[config.mk]
export PLATFORM = sky130hd
export DESIGN_NAME = murmur_hash_64a_unit
export DESIGN_NICKNAME = d
export VERILOG_FILES = /design/src/sv/mh64a_pkg.sv /design/src/sv/murmur_hash_64a_unit.sv
export SDC_FILE = /design/constraint.sdc
export NUM_CORES = 2
export LEC_CHECK = 0
export ABC_AREA = 1
export BUFFER_PORTS_ARGS = -buffer_cell sky130_fd_sc_hd__buf_2
export CAP_MARGIN = 25
export CORE_ASPECT_RATIO = 0.5
export CORE_MARGIN = 2
export CORE_UTILIZATION = 45
export CTS_CLUSTER_SIZE = 10
export DETAILED_ROUTE_END_ITERATION = 8
export GPL_TIMING_DRIVEN = 0
export HOLD_SLACK_MARGIN = 0.08
export SLEW_MARGIN = 0
export SYNTH_ARGS = -nofsm -noshare
export SYNTH_HDL_FRONTEND = slang
export SYNTH_SLANG_ARGS = --single-unit
[constraint.sdc]
create_clock -name clk -period 11.9 [get_ports clk]
set_clock_uncertainty 0.05 [all_clocks]
set_input_delay 0.595 -clock clk [delete_from_list [all_inputs] [get_ports clk]]
set_output_delay 0.595 -clock clk [all_outputs]
set_load 0.03 [all_outputs]
[src/sv/mh64a_pkg.sv]
// Shared types, constants and helper functions for the MurmurHash64A unit.
package mh64a_pkg;

  typedef logic [63:0] hash_t;

  localparam hash_t       MIX_MUL   = 64'hc6a4a7935bd1e995;
  localparam int unsigned MIX_SHIFT = 47;

  localparam logic [1:0] KIND_NONE = 2'd0;
  localparam logic [1:0] KIND_FULL = 2'd1;
  localparam logic [1:0] KIND_TAIL = 2'd2;

  function automatic hash_t tail_mask(input logic [2:0] nbytes);
    hash_t m;
    m = '0;
    case (nbytes)
      3'd1:    m = 64'h0000_0000_0000_00ff;
      3'd2:    m = 64'h0000_0000_0000_ffff;
      3'd3:    m = 64'h0000_0000_00ff_ffff;
      3'd4:    m = 64'h0000_0000_ffff_ffff;
      3'd5:    m = 64'h0000_00ff_ffff_ffff;
      3'd6:    m = 64'h0000_ffff_ffff_ffff;
      3'd7:    m = 64'h00ff_ffff_ffff_ffff;
      default: m = '0;
    endcase
    return m;
  endfunction

  function automatic hash_t shift_xor(input hash_t v);
    return v ^ (v >> MIX_SHIFT);
  endfunction

endpackage

[src/sv/murmur_hash_64a_unit.sv]
// MurmurHash64A streaming unit with one shared 32x32 multiplier.
//
// Each transaction carries up to eight message bytes; the unit is busy until the
// transaction has been absorbed. Every 64-bit multiply by the mixing constant
// runs as three passes through a single 32x32 multiplier. A full 8-byte chunk
// goes through accept, dispatch and three multiplies, a 1-7 byte tail through
// accept, dispatch and one multiply, an empty chunk through accept and dispatch;
// a first transaction adds the length multiply, a last one adds finalization
// and the result hand-off. The next transaction is taken while a finished hash
// still waits on the result channel; hash_seed is registered on cfg_wr_en.
module murmur_hash_64a_unit (
  input  logic               clk,
  input  logic               rst_n,
  input  logic               cfg_wr_en,
  input  mh64a_pkg::hash_t   cfg_hash_seed,
  input  logic               in_valid,
  output logic               in_ready,
  input  mh64a_pkg::hash_t   in_chunk,
  input  logic [3:0]         in_chunk_bytes,
  input  logic               in_first_chunk,
  input  logic               in_last_chunk,
  input  mh64a_pkg::hash_t   in_message_length,
  output logic               out_valid,
  input  logic               out_ready,
  output mh64a_pkg::hash_t   out_hash_value
);

  localparam logic [2:0] ST_IDLE = 3'd0;
  localparam logic [2:0] ST_DISP = 3'd1;
  localparam logic [2:0] ST_INIT = 3'd2;
  localparam logic [2:0] ST_K1   = 3'd3;
  localparam logic [2:0] ST_K2   = 3'd4;
  localparam logic [2:0] ST_H    = 3'd5;
  localparam logic [2:0] ST_FIN  = 3'd6;
  localparam logic [2:0] ST_EMIT = 3'd7;

  localparam logic [1:0] PH_LAST = 2'd2;

  logic [2:0]       state_r, state_nxt;
  logic [1:0]       ph_r, ph_nxt;
  mh64a_pkg::hash_t seed_r;
  mh64a_pkg::hash_t h_r, h_nxt;
  mh64a_pkg::hash_t a_r, a_nxt;
  mh64a_pkg::hash_t acc_r, acc_nxt;
  mh64a_pkg::hash_t chunk_r, chunk_nxt;
  logic [1:0]       kind_r, kind_nxt;
  logic             last_r, last_nxt;
  mh64a_pkg::hash_t out_r, out_nxt;
  logic             out_valid_r, out_valid_nxt;

  logic             in_fire;
  logic             mul_state;
  logic             mul_done;
  logic [31:0]      op_a, op_b;
  logic [63:0]      prod;
  mh64a_pkg::hash_t res;
  logic             is_full, is_tail;

  localparam logic [31:0] MUL_LO = mh64a_pkg::MIX_MUL[31:0];
  localparam logic [31:0] MUL_HI = mh64a_pkg::MIX_MUL[63:32];

  assign in_ready  = (state_r == ST_IDLE);
  assign in_fire   = in_valid && in_ready;
  assign out_valid = out_valid_r;
  assign out_hash_value = out_r;

  assign mul_state = (state_r == ST_INIT) || (state_r == ST_K1) || (state_r == ST_K2) ||
                     (state_r == ST_H) || (state_r == ST_FIN);
  assign mul_done  = mul_state && (ph_r == PH_LAST);

  assign op_a = (ph_r == PH_LAST) ? a_r[63:32] : a_r[31:0];
  assign op_b = (ph_r == 2'd1) ? MUL_HI : MUL_LO;
  assign prod = {32'h0, op_a} * {32'h0, op_b};
  assign res  = acc_r + {prod[31:0], 32'h0};

  assign is_full = (in_chunk_bytes == 4'd8);
  assign is_tail = !in_chunk_bytes[3] && (in_chunk_bytes[2:0] != 3'd0);

  always_comb begin
    state_nxt     = state_r;
    ph_nxt        = ph_r;
    h_nxt         = h_r;
    a_nxt         = a_r;
    chunk_nxt     = chunk_r;
    kind_nxt      = kind_r;
    last_nxt      = last_r;
    out_nxt       = out_r;
    out_valid_nxt = out_valid_r;
    acc_nxt       = acc_r;

    if (out_valid_r && out_ready) begin
      out_valid_nxt = 1'b0;
    end

    if (mul_state) begin
      acc_nxt = (ph_r == 2'd0) ? prod : res;
      ph_nxt  = mul_done ? 2'd0 : ph_r + 2'd1;
    end

    case (state_r)
      ST_IDLE: begin
        if (in_fire) begin
          last_nxt = in_last_chunk;
          if (is_full) begin
            kind_nxt  = mh64a_pkg::KIND_FULL;
            chunk_nxt = in_chunk;
          end else if (is_tail) begin
            kind_nxt  = mh64a_pkg::KIND_TAIL;
            chunk_nxt = in_chunk & mh64a_pkg::tail_mask(in_chunk_bytes[2:0]);
          end else begin
            kind_nxt  = mh64a_pkg::KIND_NONE;
            chunk_nxt = '0;
          end
          ph_nxt = 2'd0;
          if (in_first_chunk) begin
            a_nxt     = in_message_length;
            state_nxt = ST_INIT;
          end else begin
            state_nxt = ST_DISP;
          end
        end
      end
      ST_DISP: begin
        ph_nxt = 2'd0;
        case (kind_r)
          mh64a_pkg::KIND_FULL: begin
            a_nxt     = chunk_r;
            state_nxt = ST_K1;
          end
          mh64a_pkg::KIND_TAIL: begin
            a_nxt     = h_r ^ chunk_r;
            state_nxt = ST_H;
          end
          default: begin
            if (last_r) begin
              a_nxt     = mh64a_pkg::shift_xor(h_r);
              state_nxt = ST_FIN;
            end else begin
              state_nxt = ST_IDLE;
            end
          end
        endcase
      end
      ST_INIT: begin
        if (mul_done) begin
          h_nxt     = seed_r ^ res;
          state_nxt = ST_DISP;
        end
      end
      ST_K1: begin
        if (mul_done) begin
          a_nxt     = mh64a_pkg::shift_xor(res);
          state_nxt = ST_K2;
        end
      end
      ST_K2: begin
        if (mul_done) begin
          a_nxt     = h_r ^ res;
          state_nxt = ST_H;
        end
      end
      ST_H: begin
        if (mul_done) begin
          h_nxt = res;
          if (last_r) begin
            a_nxt     = mh64a_pkg::shift_xor(res);
            state_nxt = ST_FIN;
          end else begin
            state_nxt = ST_IDLE;
          end
        end
      end
      ST_FIN: begin
        if (mul_done) begin
          a_nxt     = mh64a_pkg::shift_xor(res);
          state_nxt = ST_EMIT;
        end
      end
      ST_EMIT: begin
        if (!out_valid_r || out_ready) begin
          out_nxt       = a_r;
          out_valid_nxt = 1'b1;
          state_nxt     = ST_IDLE;
        end
      end
      default: begin
        state_nxt = ST_IDLE;
      end
    endcase
  end

  always_ff @(posedge clk) begin
    if (!rst_n) begin
      state_r     <= ST_IDLE;
      ph_r        <= 2'd0;
      seed_r      <= '0;
      h_r         <= '0;
      out_valid_r <= 1'b0;
    end else begin
      state_r     <= state_nxt;
      ph_r        <= ph_nxt;
      h_r         <= h_nxt;
      out_valid_r <= out_valid_nxt;
      if (cfg_wr_en) begin
        seed_r <= cfg_hash_seed;
      end
    end
  end

  always_ff @(posedge clk) begin
    a_r     <= a_nxt;
    acc_r   <= acc_nxt;
    chunk_r <= chunk_nxt;
    kind_r  <= kind_nxt;
    last_r  <= last_nxt;
    out_r   <= out_nxt;
  end

endmodule

==> flow_metrics.env <==
export IMPL_outcome="complete, no violations"
export IMPL_synth_adder_area_share_pct=38.7
export IMPL_worst_pin_slew_ns=1.14
export IMPL_cts_sinks=393
export IMPL_avgSynthCellArea_um2=8.48
export IMPL_synth_simple_area_share_pct=14.5
export IMPL_grt_setup_unrepaired="true"
export IMPL_cts_repair_resized=3
export IMPL_finalHoldViolations=0
export IMPL_dp_hpwl_um=164000
export IMPL_crit_buf_inv=6
export IMPL_timing_fmax_ghz=0.0853
export IMPL_met2_usage_pct=51.9
export IMPL_dieArea_um2=105000
export IMPL_synthFlopType="edfxtp_1"
export IMPL_busiest_layer="met1"
export IMPL_critPathRequiredTime_ns=12.26
export IMPL_startpoint_type="flip-flop"
export IMPL_finalMaxSlewViolations=0
export IMPL_die_w_um=456
export IMPL_final_nets=7060
export IMPL_antenna_found_initial=5
export IMPL_syn_inst=5426
export IMPL_firstDrtPassIters=6
export IMPL_cts_tree="done"
export IMPL_via_count=39640
export IMPL_wl_per_cell_um=26.3
export IMPL_timing_rr_start="ph_r[0]"
export IMPL_grt_max_degree=35
export IMPL_htreeDepth=2
export IMPL_dp_slack_ns=-0.00233
export IMPL_cp_slowest_cell="xor2_1"
export IMPL_track_usage_pct=35.9
export IMPL_ys_seq_area_share_pct=22.7
export IMPL_cts_max_path_buffers=3
export IMPL_r2r_cells=33
export IMPL_clkLatencyLatePin_ns=0.59
export IMPL_synth_compound_area_share_pct=9.91
export IMPL_relSlewSlack_pct=24.1
export IMPL_synthDistinctLibCells=56
export IMPL_max_cap_violations=0
export IMPL_path_clk_slew_ns=0.06
export IMPL_drtIter0Drc=4649
export IMPL_grt_pass1_vias=39344
export IMPL_ios=269
export IMPL_synth_warnings=0
export IMPL_synth_xor_area_share_pct=2.32
export IMPL_io_buffer_count=267
export IMPL_setup_violations=0
export IMPL_start_util_pct=45.7
export IMPL_timing_setup_tns_ns=0
export IMPL_grt_pass1_wl_um=271000
export IMPL_clockRootBuffer="clkbuf_16"
export IMPL_period_needed_ns=11.72
export IMPL_hold_depth=1
export IMPL_crit_path_end_kind="flip-flop"
export IMPL_crit_path_frequent_cell="fa_1"
export IMPL_cts_hold_fix_buffers=0
export IMPL_rrSetupSlack_ns=0.18
export IMPL_gp_congestion=1.02
export IMPL_antenna_left=0
export IMPL_dieHeight_um=230
export IMPL_r2r_end="a_r[16]"
export IMPL_met3_usage_pct=8.17
export IMPL_post_cts_setup_buffers=0
export IMPL_core_um2=101000
export IMPL_netlist_area_um2=46000
export IMPL_min_from="in_last_chunk"
export IMPL_max_stage_delay_ns=0.67
export IMPL_hold_path_class="in -> reg"
export IMPL_critPathTopFamily="adder cells"
export IMPL_drive_gt1_share_pct=8.70
export IMPL_min_to="last_r"
export IMPL_synth_edf_count=259
export IMPL_cts_buffers=48
export IMPL_yosys_mux_area_fraction_pct=0.0218
export IMPL_area_growth_pct=11.3
export IMPL_gr_total_overflow=0
export IMPL_synth_top_family_by_area="adder cells"
export IMPL_vias_per_cell=5.51
export IMPL_async_reset_ff_share_pct=0
export IMPL_setup_ws_ns=0.177
export IMPL_ys_seq_elements=393
export IMPL_drcViolationCount=0
export IMPL_path_class="reg -> reg"
export IMPL_globalRouteMet1Util_pct=53.7
export IMPL_finalCritPeriodShare_pct=98.5
export IMPL_path_max_fanout=10
export IMPL_wl_um=189000
export IMPL_num_rows=82
export IMPL_cp_data_arrival_time_ns=12.08
## worst max path at each step
stage                     from  endpoint  slack [ns]  cells past startpoint
finish                 ph_r[0]   a_r[16]        0.18                     33
global route           ph_r[1]   a_r[62]       -0.02                     39
global placement    state_r[2]   a_r[28]       -3.08                      8
floorplan           state_r[2]    a_r[0]        2.25                      8
detailed placement     ph_r[0]   a_r[16]      -0.002                     33
CTS                    ph_r[0]   a_r[16]        0.07                     37
## cell usage in the layout, fill, tap and decap left out, types with 38 or more instances in the layout
cell type  Yosys  layout
a21oi_1      217     217
buf_2         26     298
clkbuf_1     111     136
clkbuf_16      0      49
dfxtp_1      134     134
edfxtp_1     259     259
fa_1         616     616
ha_1         438     438
inv_1       1269    1269
nand2_1      775     774
nand3_1      177     177
nor2_1       570     553
o2111ai_1     39      39
o211ai_1      39      39
o21ai_0      314     304
xnor2_1       39      38
xor2_1        81      77
## logic make-up after synthesis
logic type      count (synthesis)
compound gates                778
xor+xnor                      121
fa+ha+maj                    1054
buf+inv                      1435
flops                         393
mux                             1
other cells                     2
simple gates                 1642
## Yosys cell counts (24+ instances only)
| master | number | area [um2] |
|---|---|---|
| xnor2_1 | 39 | 342 |
| ha_1 | 438 | 5480 |
| nand2_1 | 775 | 2910 |
| fa_1 | 616 | 12300 |
| nand3_1 | 177 | 886 |
| o311ai_0 | 27 | 236 |
| dfxtp_1 | 134 | 2680 |
| o211ai_1 | 39 | 293 |
| buf_2 | 26 | 130 |
| clkbuf_1 | 111 | 417 |
| a21oi_1 | 217 | 1090 |
| xor2_1 | 81 | 709 |
| edfxtp_1 | 259 | 7780 |
| o2111ai_1 | 39 | 342 |
| nand4_1 | 37 | 231 |
| inv_1 | 1269 | 4760 |
| o21ai_1 | 24 | 120 |
| nor3_1 | 29 | 145 |
| nor2_1 | 570 | 2140 |
| o21ai_0 | 314 | 1570 |
## metrics by stage
step / hold slack [ns] / instance area [um2] / instances / utilization [%]
finish: 0.166 / 51200 / 7191 / 50.8
global route: 0.154 / 51200 / 7183 / 50.8
CTS: 0.140 / 51100 / 7179 / 50.7
detailed placement: 0.395 / 49600 / 7093 / 49.2
global placement: 0.391 / 49100 / 7041 / 48.7
floorplan: 0.371 / 46000 / 5430 / -
## routing by layer
layer	share of wire (%)	up-vias
li1	-	17755
met1	45	19683
met2	41	1956
met3	11	242
met4	2.8	4
met5	0.014	-
## registers in the layout (all words and copies together), names as in the netlist
register	count
a_r	64
acc_r	64
chunk_r	64
h_r	64
kind_r	2
last_r	1
out_hash_value	64
out_valid	1
ph_r	2
seed_r	64
state_r	3
## layout make-up
| cell class | count | area, um2 |
|---|---|---|
| clock inverters | 9 | 85.1 |
| flip-flops and latches | 393 | 10500 |
| multi-input cells | 3602 | 30300 |
| inverters | 1287 | 4830 |
| diodes | 8 | 20.0 |
| plain buffers | 148 | 597 |
| repair buffers | 323 | 1890 |
| well taps | 1344 | 1680 |
| clock buffers | 77 | 1360 |
| fillers | 9834 | 49500 |
Power is left out: the tool's default activity adds up to more than one toggle a clock period on the data nets, which glitch-free logic cannot reach.
